[config.mk]
export PLATFORM = sky130hd
export DESIGN_NAME = bmp24_stream_decoder_top
export DESIGN_NICKNAME = d
export VERILOG_FILES = /design/src/rtl/bsd_pkg.sv /design/src/rtl/bsd_hdr.sv /design/src/rtl/bsd_pix.sv /design/src/rtl/bsd_outbuf.sv /design/src/rtl/bmp24_stream_decoder_top.sv
export SDC_FILE = /design/constraint.sdc
export NUM_CORES = 1
export LEC_CHECK = 0
export BUFFER_PORTS_ARGS = -buffer_cell sky130_fd_sc_hd__buf_2
export CAP_MARGIN = 20
export CORE_UTILIZATION = 60
export DETAILED_ROUTE_END_ITERATION = 8
export HOLD_SLACK_MARGIN = 0.03
export PLACE_DENSITY = 0.8
export SLEW_MARGIN = 20
export SYNTH_ARGS = -nofsm -noshare
export SYNTH_HDL_FRONTEND = slang
export SYNTH_HIERARCHICAL = 1
export SYNTH_SLANG_ARGS = --single-unit
export TNS_END_PERCENT = 1
[constraint.sdc]
create_clock -name aclk -period 13.3 [get_ports aclk]
set_input_delay 2.66 -clock aclk [delete_from_list [all_inputs] [get_ports aclk]]
set_output_delay 2.66 -clock aclk [all_outputs]
set_load 0.01 [all_outputs]
[src/rtl/bsd_pkg.sv]
package bsd_pkg;

    localparam logic [3:0] ST_PIXEL     = 4'd0;
    localparam logic [3:0] ST_SIGNATURE = 4'd1;
    localparam logic [3:0] ST_HDR_SIZE  = 4'd2;
    localparam logic [3:0] ST_PLANES    = 4'd3;
    localparam logic [3:0] ST_DEPTH     = 4'd4;
    localparam logic [3:0] ST_COMPRESS  = 4'd5;
    localparam logic [3:0] ST_DIMS      = 4'd6;
    localparam logic [3:0] ST_OFFSET    = 4'd7;
    localparam logic [3:0] ST_TRUNC     = 4'd8;

    localparam logic [15:0] BMP_SIGNATURE = 16'h4D42;
    localparam logic [31:0] INFO_SIZE_MIN = 32'd40;
    localparam logic [15:0] BMP_DEPTH     = 16'd24;
    localparam logic [15:0] BMP_PLANES    = 16'd1;
    localparam logic [31:0] HEADER_BYTES  = 32'd54;

    // byte positions at which a header field is complete
    localparam logic [5:0] POS_SIGNATURE = 6'd1;
    localparam logic [5:0] POS_OFFSET    = 6'd13;
    localparam logic [5:0] POS_INFO_SIZE = 6'd17;
    localparam logic [5:0] POS_WIDTH     = 6'd21;
    localparam logic [5:0] POS_HEIGHT    = 6'd25;
    localparam logic [5:0] POS_PLANES    = 6'd27;
    localparam logic [5:0] POS_DEPTH     = 6'd29;
    localparam logic [5:0] POS_COMPRESS  = 6'd33;
    localparam logic [5:0] POS_HDR_END   = 6'd53;

    typedef struct packed {
        logic [7:0]  red;
        logic [7:0]  green;
        logic [7:0]  blue;
        logic [11:0] column;
        logic [11:0] row;
        logic [3:0]  status;
        logic        last;
    } res_t;

endpackage

[src/rtl/bsd_hdr.sv]
module bsd_hdr import bsd_pkg::*; #(
    parameter int MAX_WIDTH  = 4096,
    parameter int MAX_HEIGHT = 4096,
    parameter int WW         = 13,
    parameter int HW         = 13
) (
    input  logic          aclk,
    input  logic          aresetn,
    input  logic          step,
    input  logic [7:0]    byte_in,
    input  logic          end_in,
    output logic          pix_phase,
    output logic [WW-1:0] img_width,
    output logic [HW-1:0] img_height,
    output logic          top_down,
    output logic          res_valid,
    output res_t          res
);

    localparam logic [31:0] MAX_W32 = 32'(MAX_WIDTH);
    localparam logic [31:0] MAX_H32 = 32'(MAX_HEIGHT);

    logic [31:0]   pos_reg, pos_next;
    logic [31:0]   gather_reg, gather_next;
    logic [31:0]   pstart_reg, pstart_next;
    logic [WW-1:0] width_reg, width_next;
    logic [HW-1:0] height_reg, height_next;
    logic          topdown_reg, topdown_next;
    logic [3:0]    pend_reg, pend_next;

    logic [31:0] v;
    logic [31:0] mag;
    logic        hdr_phase;
    logic        skip_phase;
    logic        fire;
    logic [3:0]  fire_code;

    function automatic logic [3:0] note(input logic [3:0] pend, input logic [3:0] code);
        return (pend == ST_PIXEL || code < pend) ? code : pend;
    endfunction

    assign v          = {byte_in, gather_reg[31:8]};
    assign mag        = v[31] ? (~v + 32'd1) : v;
    assign hdr_phase  = pos_reg < HEADER_BYTES;
    assign skip_phase = !hdr_phase && (pos_reg < pstart_reg);
    assign pix_phase  = !hdr_phase && !skip_phase;

    assign img_width  = width_reg;
    assign img_height = height_reg;
    assign top_down   = topdown_reg;

    always_comb begin
        pos_next     = pos_reg;
        gather_next  = gather_reg;
        pstart_next  = pstart_reg;
        width_next   = width_reg;
        height_next  = height_reg;
        topdown_next = topdown_reg;
        pend_next    = pend_reg;
        fire         = 1'b0;
        fire_code    = ST_PIXEL;
        if (step && hdr_phase) begin
            gather_next = v;
            pos_next    = pos_reg + 32'd1;
            case (pos_reg[5:0])
                POS_SIGNATURE: begin
                    if (v[31:16] != BMP_SIGNATURE) pend_next = note(pend_reg, ST_SIGNATURE);
                end
                POS_OFFSET: begin
                    pstart_next = v;
                    if (pend_reg != ST_PIXEL) begin
                        fire      = 1'b1;
                        fire_code = pend_reg;
                    end
                end
                POS_INFO_SIZE: begin
                    if (v < INFO_SIZE_MIN) pend_next = note(pend_reg, ST_HDR_SIZE);
                end
                POS_WIDTH: begin
                    if (v == 32'd0 || v[31] || v > MAX_W32) begin
                        pend_next = note(pend_reg, ST_DIMS);
                    end else begin
                        width_next = v[WW-1:0];
                    end
                end
                POS_HEIGHT: begin
                    topdown_next = v[31];
                    if (mag == 32'd0 || mag > MAX_H32) begin
                        pend_next = note(pend_reg, ST_DIMS);
                    end else begin
                        height_next = mag[HW-1:0];
                    end
                end
                POS_PLANES: begin
                    if (v[31:16] != BMP_PLANES) pend_next = note(pend_reg, ST_PLANES);
                end
                POS_DEPTH: begin
                    if (v[31:16] != BMP_DEPTH) pend_next = note(pend_reg, ST_DEPTH);
                end
                POS_COMPRESS: begin
                    if (v != 32'd0) pend_next = note(pend_reg, ST_COMPRESS);
                end
                POS_HDR_END: begin
                    if (pend_reg != ST_PIXEL) begin
                        fire      = 1'b1;
                        fire_code = pend_reg;
                    end else if (pstart_reg < HEADER_BYTES) begin
                        fire      = 1'b1;
                        fire_code = ST_OFFSET;
                    end
                end
                default: begin
                end
            endcase
            // a header error on this byte wins over the early end
            if (!fire && end_in) begin
                fire      = 1'b1;
                fire_code = ST_TRUNC;
            end
        end else if (step && skip_phase) begin
            pos_next = pos_reg + 32'd1;
            if (end_in) begin
                fire      = 1'b1;
                fire_code = ST_TRUNC;
            end
        end
    end

    always_comb begin
        res        = '0;
        res.status = fire_code;
        res.last   = 1'b1;
        res_valid  = fire;
    end

    always_ff @(posedge aclk) begin
        if (!aresetn) begin
            pos_reg     <= '0;
            gather_reg  <= '0;
            pstart_reg  <= '0;
            width_reg   <= '0;
            height_reg  <= '0;
            topdown_reg <= 1'b0;
            pend_reg    <= ST_PIXEL;
        end else begin
            pos_reg     <= pos_next;
            gather_reg  <= gather_next;
            pstart_reg  <= pstart_next;
            width_reg   <= width_next;
            height_reg  <= height_next;
            topdown_reg <= topdown_next;
            pend_reg    <= pend_next;
        end
    end

endmodule

[src/rtl/bsd_pix.sv]
module bsd_pix import bsd_pkg::*; #(
    parameter int WW = 13,
    parameter int HW = 13
) (
    input  logic          aclk,
    input  logic          aresetn,
    input  logic          step,
    input  logic [7:0]    byte_in,
    input  logic          end_in,
    input  logic [WW-1:0] img_width,
    input  logic [HW-1:0] img_height,
    input  logic          top_down,
    output logic          res_valid,
    output res_t          res
);

    localparam int CXW = (WW > 12) ? WW : 12;
    localparam int RXW = (HW > 12) ? HW : 12;

    logic [1:0]    pad_reg, pad_next;
    logic [1:0]    bip_reg, bip_next;
    logic [7:0]    blue_reg, blue_next;
    logic [7:0]    green_reg, green_next;
    logic [WW-1:0] col_reg, col_next;
    logic [HW-1:0] frow_reg, frow_next;

    logic [WW:0]   col_inc;
    logic [HW:0]   frow_inc;
    logic          final_px;
    logic [HW-1:0] row_px;
    logic [CXW-1:0] col_ext;
    logic [RXW-1:0] row_ext;

    assign col_inc  = {1'b0, col_reg} + {{WW{1'b0}}, 1'b1};
    assign frow_inc = {1'b0, frow_reg} + {{HW{1'b0}}, 1'b1};
    assign final_px = (frow_inc == {1'b0, img_height}) && (col_inc == {1'b0, img_width});
    assign row_px   = top_down ? frow_reg : (img_height - {{(HW-1){1'b0}}, 1'b1} - frow_reg);
    assign col_ext  = CXW'(col_reg);
    assign row_ext  = RXW'(row_px);

    always_comb begin
        pad_next   = pad_reg;
        bip_next   = bip_reg;
        blue_next  = blue_reg;
        green_next = green_reg;
        col_next   = col_reg;
        frow_next  = frow_reg;
        res_valid  = 1'b0;
        res        = '0;
        res.status = ST_TRUNC;
        res.last   = 1'b1;
        if (step) begin
            if (pad_reg != 2'd0) begin
                pad_next  = pad_reg - 2'd1;
                res_valid = end_in;
            end else if (bip_reg == 2'd0) begin
                blue_next = byte_in;
                bip_next  = 2'd1;
                res_valid = end_in;
            end else if (bip_reg == 2'd1) begin
                green_next = byte_in;
                bip_next   = 2'd2;
                res_valid  = end_in;
            end else begin
                bip_next  = 2'd0;
                res_valid = 1'b1;
                if (!(end_in && !final_px)) begin
                    res.red    = byte_in;
                    res.green  = green_reg;
                    res.blue   = blue_reg;
                    res.column = col_ext[11:0];
                    res.row    = row_ext[11:0];
                    res.status = ST_PIXEL;
                    res.last   = final_px;
                    if (!final_px) begin
                        // wrap the column and skip the row padding
                        if (col_inc == {1'b0, img_width}) begin
                            col_next  = '0;
                            frow_next = frow_inc[HW-1:0];
                            pad_next  = img_width[1:0];
                        end else begin
                            col_next = col_inc[WW-1:0];
                        end
                    end
                end
            end
        end
    end

    always_ff @(posedge aclk) begin
        if (!aresetn) begin
            pad_reg   <= 2'd0;
            bip_reg   <= 2'd0;
            col_reg   <= '0;
            frow_reg  <= '0;
        end else begin
            pad_reg   <= pad_next;
            bip_reg   <= bip_next;
            col_reg   <= col_next;
            frow_reg  <= frow_next;
        end
    end

    always_ff @(posedge aclk) begin
        blue_reg  <= blue_next;
        green_reg <= green_next;
    end

endmodule

[src/rtl/bsd_outbuf.sv]
module bsd_outbuf import bsd_pkg::*; (
    input  logic aclk,
    input  logic aresetn,
    input  logic push,
    input  res_t push_data,
    output logic has_room,
    input  logic pop,
    output logic out_valid,
    output res_t out_data
);

    logic [1:0] cnt_reg, cnt_next;
    res_t       head_reg, head_next;
    res_t       tail_reg, tail_next;

    assign has_room  = cnt_reg != 2'd2;
    assign out_valid = cnt_reg != 2'd0;
    assign out_data  = head_reg;

    always_comb begin
        cnt_next  = cnt_reg;
        head_next = head_reg;
        tail_next = tail_reg;
        case (cnt_reg)
            2'd0: begin
                if (push) begin
                    head_next = push_data;
                    cnt_next  = 2'd1;
                end
            end
            2'd1: begin
                if (push && pop) begin
                    head_next = push_data;
                end else if (push) begin
                    tail_next = push_data;
                    cnt_next  = 2'd2;
                end else if (pop) begin
                    cnt_next = 2'd0;
                end
            end
            2'd2: begin
                if (pop) begin
                    head_next = tail_reg;
                    cnt_next  = 2'd1;
                end
            end
            default: begin
                cnt_next = 2'd0;
            end
        endcase
    end

    always_ff @(posedge aclk) begin
        if (!aresetn) begin
            cnt_reg <= 2'd0;
        end else begin
            cnt_reg <= cnt_next;
        end
    end

    always_ff @(posedge aclk) begin
        head_reg <= head_next;
        tail_reg <= tail_next;
    end

endmodule

[src/rtl/bmp24_stream_decoder_top.sv]
// A result is registered in the output buffer and offered on the m_ side from there.
// Throughput: one byte per cycle while s_tready is high; header gathering, offset skip
// and pixel assembly each update their state in the cycle in which the byte is taken.
// A two-entry output buffer keeps s_tready high while one result waits.
// Reset: synchronous, active low; clears the parse state and drops buffered results.
module bmp24_stream_decoder_top import bsd_pkg::*; #(
    parameter int MAX_WIDTH  = 4096,
    parameter int MAX_HEIGHT = 4096
) (
    input  logic        aclk,
    input  logic        aresetn,
    input  logic        s_tvalid,
    output logic        s_tready,
    input  logic [7:0]  s_tdata,   // [7:0] stream_byte
    input  logic        s_tlast,
    output logic        m_tvalid,
    input  logic        m_tready,
    output logic [47:0] m_tdata,   // [7:0] red, [15:8] green, [23:16] blue,
                                   // [35:24] column, [47:36] row
    output logic [3:0]  m_tuser,   // [3:0] status
    output logic        m_tlast
);

    localparam int WW = $clog2(MAX_WIDTH + 1);
    localparam int HW = $clog2(MAX_HEIGHT + 1);

    logic          stopped_reg, stopped_next;
    logic          step;
    logic          pix_phase;
    logic [WW-1:0] img_width;
    logic [HW-1:0] img_height;
    logic          top_down;
    logic          hdr_valid, pix_valid, res_valid;
    res_t          hdr_res, pix_res, res, out_res;

    assign step = s_tvalid && s_tready && !stopped_reg;

    bsd_hdr #(
        .MAX_WIDTH (MAX_WIDTH),
        .MAX_HEIGHT(MAX_HEIGHT),
        .WW        (WW),
        .HW        (HW)
    ) u_hdr (
        .aclk      (aclk),
        .aresetn   (aresetn),
        .step      (step),
        .byte_in   (s_tdata),
        .end_in    (s_tlast),
        .pix_phase (pix_phase),
        .img_width (img_width),
        .img_height(img_height),
        .top_down  (top_down),
        .res_valid (hdr_valid),
        .res       (hdr_res)
    );

    bsd_pix #(
        .WW(WW),
        .HW(HW)
    ) u_pix (
        .aclk      (aclk),
        .aresetn   (aresetn),
        .step      (step && pix_phase),
        .byte_in   (s_tdata),
        .end_in    (s_tlast),
        .img_width (img_width),
        .img_height(img_height),
        .top_down  (top_down),
        .res_valid (pix_valid),
        .res       (pix_res)
    );

    assign res_valid = pix_phase ? pix_valid : hdr_valid;
    assign res       = pix_phase ? pix_res : hdr_res;

    // halt on an error or on the final pixel
    assign stopped_next = stopped_reg || (res_valid && res.last);

    always_ff @(posedge aclk) begin
        if (!aresetn) begin
            stopped_reg <= 1'b0;
        end else begin
            stopped_reg <= stopped_next;
        end
    end

    bsd_outbuf u_outbuf (
        .aclk     (aclk),
        .aresetn  (aresetn),
        .push     (res_valid),
        .push_data(res),
        .has_room (s_tready),
        .pop      (m_tvalid && m_tready),
        .out_valid(m_tvalid),
        .out_data (out_res)
    );

    assign m_tdata = {out_res.row, out_res.column, out_res.blue, out_res.green, out_res.red};
    assign m_tuser = out_res.status;
    assign m_tlast = out_res.last;

    a_no_result_after_stop: assert property (@(posedge aclk) disable iff (!aresetn)
        stopped_reg |-> !res_valid)
        else $error("result produced after decoding stopped");

    a_error_is_last: assert property (@(posedge aclk) disable iff (!aresetn)
        (res_valid && res.status != ST_PIXEL) |-> res.last)
        else $error("error result without last");

    a_error_no_colour: assert property (@(posedge aclk) disable iff (!aresetn)
        (res_valid && res.status != ST_PIXEL) |->
        (res.red == 8'd0 && res.green == 8'd0 && res.blue == 8'd0))
        else $error("error result carries pixel data");

    a_last_stops: assert property (@(posedge aclk) disable iff (!aresetn)
        (res_valid && res.last) |=> stopped_reg)
        else $error("decoder kept running after last result");

endmodule
After elaboration in Yosys (flattened, before gate mapping)
Cells that the tools add are included. W data, S select, Z words.

Flip-flop bits (word level): 282. Output and inout bits: 55. Word-level logic and storage cells: 216.

Reductions and logical operators: 55. $add $sub $neg: 7. Mux-type cells: 65. Equality and inequality tests: 39. Order comparisons: 12. Bitwise logic cells: 9.

Operator list (number): $mux W53 (9); $pmux W53 S3 (1); $lt A32 B6 Y1 const B (3); $mux W32 (3); $mux W4 (19); $add A32 B1 Y32 const B (2); $gt A32 B13 Y1 const B (2); $logic_not A32 Y1 (2); $ne A2 B1 Y1 const B (17); $lt A32 B32 Y1 (1); $not A32 Y32 (1); $reduce_bool A32 Y1 (1); $eq A6 B5 Y1 const B (5); $add A13 B1 Y14 const B (2); $eq A14 B13 Y1 (2); $pmux W4 S7 (1); $mux W2 (13); $ne A16 B1 Y1 const B (1); $ne A16 B15 Y1 const B (1); $ne A16 B5 Y1 const B (1); $reduce_and A14 Y1 (1); $logic_and A1 B1 Y1 (13); $mux W1 (13); $mux W13 (1); 32 further kinds (72).

Depth between registers and ports, before layout
Depth after elaboration: 13. Depth in mapped cells: 21. Gate-level depth less buffers: 18.

Modules after synthesis
Netlist, hierarchy kept.

Modules (own cells, without submodules): bsd_hdr (instances 1, sequential area each 2362.3 µm², cells an instance 1021, area an instance 7683.6 µm²); bsd_outbuf (instances 1, sequential area each 3223.1 µm², cells an instance 180, area an instance 4201.5 µm²); bsd_pix (instances 1, sequential area each 1081.0 µm², cells an instance 482, area an instance 3843.7 µm²); bmp24_stream_decoder_top (instances 1, sequential area each 20.0 µm², cells an instance 67, area an instance 750.7 µm²).

Least setup slack after synthesis
No wires, ideal clock.

Path kind: input port to flip-flop. From: input m_tready. To: register u_outbuf.head_reg (netlist bit u_outbuf/out_data[0]) (enable). Arrival time: 6626 ps. Setup time: 537 ps. Setup slack: 6137 ps. Cell stages on the path: 3. Required time: 12763 ps. Cells stage by stage: and2_1 > nand2_1 > o21ai_0.

Word-level cells in the longest chain between the ends: 4. Elaborated cells on any way between the ends: 5. Those cells by class: eq/ne (2); reduce/logical (3).

Ends and longest elaborated chain: start: declaration (RTL line bmp24_stream_decoder_top.sv:17) `input logic m_tready,`; $logic_and A1 B1 Y1 (*) (RTL line bmp24_stream_decoder_top.sv:93) `.pop (m_tvalid && m_tready),`; $logic_and A1 B1 Y1 (RTL line bsd_outbuf.sv:32) `if (push && pop) begin`; $ne A2 B1 Y1 (no source line); $reduce_and A4 Y1 (no source line) (*); end signal: assignment (RTL line bsd_outbuf.sv:62) `head_reg <= head_next;`; end: declaration (RTL line bsd_outbuf.sv:13) `res_t head_reg, head_next;`.

Every way passes the cells marked *; elsewhere a longest branch is shown, timed or not. A chain may end at the register's enable or synchronous reset.

Final worst setup path
From: input s_tvalid. To: register u_outbuf/tail_reg[37] in the netlist's numbering (enable).

Word-level cells in the longest chain between the ends: 9. Elaborated cells on any way between the ends: 12. Those cells by class: mux (4); bitwise (1); reduce/logical (7).

Ends and longest elaborated chain: start: declaration (RTL line bmp24_stream_decoder_top.sv:12) `input logic s_tvalid,`; $logic_and A1 B1 Y1 (*) (2 in a row) (RTL line bmp24_stream_decoder_top.sv:36) `assign step = s_tvalid && s_tready && !stopped_reg;`; net step (RTL line bmp24_stream_decoder_top.sv:28) `logic step;`; $logic_and A1 B1 Y1 (RTL line bsd_hdr.sv:120) `end else if (step && skip_phase) begin`; $mux W1 (RTL line bsd_hdr.sv:120); $mux W1 (*) (RTL line bsd_hdr.sv:62) `if (step && hdr_phase) begin`; net hdr_valid (RTL line bmp24_stream_decoder_top.sv:33) `logic hdr_valid, pix_valid, res_valid;`; $mux W1 (*) (RTL line bmp24_stream_decoder_top.sv:73) `assign res_valid = pix_phase ? pix_valid : hdr_valid;`; net res_valid (RTL line bmp24_stream_decoder_top.sv:33); $logic_and A1 B1 Y1 (RTL line bsd_outbuf.sv:32); $not A1 Y1 (no source line); $reduce_and A3 Y1 (no source line) (*); end signal: assignment (RTL line bsd_outbuf.sv:63) `tail_reg <= tail_next;`; end: declaration (RTL line bsd_outbuf.sv:14) `res_t tail_reg, tail_next;`.

Mark *: on every way through the listed nets, which the timed path passes. The rest lies on a longest branch.

==> flow_summary.toml <==
[timing]
setup_tns_ns = 0
maxSlewHeadroom = 0.2645
min_period_ns = 6.287
slew_violations = 0
rsz0062_at_grt = "no"
finClkSkew_ns = 0.008142
max_freq_ghz = 0.1591
fin_crit_sh = 0.4727
setup_viol = 0
tightest_slew_ns = 1.103
hold_viol = 0

[finish]
drive_gt1_frac = 0.1622
area_growth_pct = 6.940
layout.nets = 1803
fillerInstances = 2097
fin_cells = 2105

[worst_setup_path]
crit_arrival_ns = 6.51
required_ns = 13.52
critPathKind = "input pin to flop"
start_kind = "input pin"
crit_path_max_fanout = 28
endpoint_kind = "flop"

[global_routing]
grt-ovfl-total = 0
grt_pass1_wl_mm = 61.78
antenna_found_initial = 2
grt_usage = 0.2683
grt_pass1_vias = 12150
grt_max_degree = 100

[routing]
drt_first_pass_iters = 5
routed_wirelength_mm = 38.02
dr_total_vias = 12830
drt-initial-drc-count = 1170
via_per_inst = 6.094
drc = 0
drtAntennaViolNets = 0
wire_per_inst_um = 18.06

[clock_tree]
cts_buffers = 29
cts.htree.levels = 1
cts-resized-gates = 0
root_buffer = "clkbuf_16"
clk_latency_ns = 0.56
cts_sinks = 273
clkSlewWorstSetupHoldPaths_ns = 0.06
cts_tree = "yes"
hold_buffers = 0
post_cts_buffers = 0
cts.path.max_buffers = 3

[floorplan]
dieArea_sq_mm = 0.02813
design.core.area_sq_mm = 0.02695
start_util = 0.6115
row_count = 60
die-height_um = 167.7
die_w_um = 167.7
io_pins = 68

[synthesis]
ys_warn_count = 6
yosys-top-cells-count = "nand2_1 (239), dfxtp_1 (151), edfxtp_1 (122)"
postSynth.asyncResetShare = 0
synth-edff-count = 122
synth_top_area_share = 0.2223
ys_ff_latch = 273
mappedNetlistArea_sq_mm = 0.01648
avgSynthCellArea_sq_um = 9.417
yosysMostFrequentCell = "nand2_1"
synth_top_flop_cell = "dfxtp_1"
synth_top_area_cell = "edfxtp_1"
ys_seq_area_frac = 0.4057
synthTopCellsByArea = "edfxtp_1 (22%), dfxtp_1 (18%), nand2_1 (5.4%), mux2_4 (4.6%), mux2_2 (4.0%)"
syn_inst = 1750
yosysUniqueCellTypes = 94

[run_status]
outcome = "finished, final reports clean"

[placement]
dp_cells = 2050
portBuffers = 67
gp_congestion = 0.9174
hpwl_mm = 25.72

[pwr]
powerDensity_mw_per_mm2 = 115.1
p_leak_nw = 6.710
irDropWorstVdd_v = 0.0001039

[hold_path]
hold_class = "flop to flop"

[job]
drv_cap = 0
==> placed cells by master (no fill, tap or decap), types with 50 or more instances in the layout <==
cell type / n
mux2_4: 50
nand2_1: 239
mux2_2: 59
o21ai_0: 57
nor2_1: 102
buf_2: 67
dfxtp_1: 151
conb_1: 52
edfxtp_1: 122
inv_1: 68
a21oi_1: 116
==> worst paths after layout <==
path / start / to / slack, ns / cells past startpoint
max: s_tvalid / u_outbuf/tail_reg[37] / 7.01 / 10
min: u_hdr/pstart_reg[4] / u_hdr/pstart_reg[4] / 0.46 / 2
max reg2reg: u_hdr/pstart_reg[15] / u_outbuf/out_data[0] / 7.74 / 18
min reg2reg: u_hdr/pstart_reg[4] / u_hdr/pstart_reg[4] / 0.46 / 2
==> worst max-delay path, stage by stage <==
cell and delay (ns):
buf_2 0.08, nand2_1 0.08, nor2_1 0.57, and2_1 0.97, nand2b_1 0.24, a21oi_1 0.27
mux2_4 0.20, nor2b_1 0.25, nor2b_4 0.67, buf_4 0.49
==> cells by family (layout without fill, tap and decap cells) <==
group | count (synthesis) | count (layout) | share of synthesized area
compound gates | 311 | 311 | 0.1237
xor+xnor | 65 | 65 | 0.03455
fa+ha+maj | 50 | 50 | 0.03842
buf+inv | 239 | 203 | 0.07972
flops | 273 | 273 | 0.4057
mux | 155 | 155 | 0.1138
other cells | 3 | 53 | 0.0006833
simple gates | 654 | 654 | 0.2034
==> layer usage <==
layer	wire (um)	vias to the layer above	GRT usage	part of all wire
li1	-	6132	-	-
met1	16860	6131	0.3626	0.44
met2	17580	480	0.4422	0.46
met3	2539	85	0.03640	0.067
met4	1048	0	0.09214	0.028
met5	0	-	0	0
==> final cells by class <==
| type | instances | area (sq um) | area share |
|---|---|---|---|
| antenna | 1 | 2.502 | 0.0001420 |
| clock buffer | 32 | 737.0 | 0.04182 |
| clock inverter | 22 | 396.6 | 0.02251 |
| inverter | 72 | 270.3 | 0.01534 |
| multi-input combinational | 1287 | 8693 | 0.4933 |
| sequential | 273 | 6686 | 0.3794 |
| tap | 341 | 426.7 | 0.02421 |
| timing repair buffer | 77 | 410.4 | 0.02329 |
==> power breakdown <==
part	switching (mW)	leakage [nW]	internal (mW)	total [mW]
Clock	0.348	0.548	0.599	0.947
Sequential	0.0183	2.34	0.896	0.914
Combinational	0.101	3.83	0.0663	0.167
Total	0.467	6.71	1.56	2.03
==> stage by stage <==
stage          cell area (sq um)  total power, mW  utilization  hold WS [ns]  setup slack (ns)
6_report                   17620            2.029       0.6539        0.4631             7.013
5_1_grt                    17620            2.088       0.6538        0.4832             6.741
4_1_cts                    17610            2.036       0.6536        0.4663             7.075
3_5_place_dp               16480            1.095       0.6115        0.4570             6.522
3_3_place_gp               16480            1.092       0.6115        0.4440             6.654
2_1_floorplan              16660            1.063            -        0.4363             6.137
No activity file was read; power rests on OpenSTA's default activity.
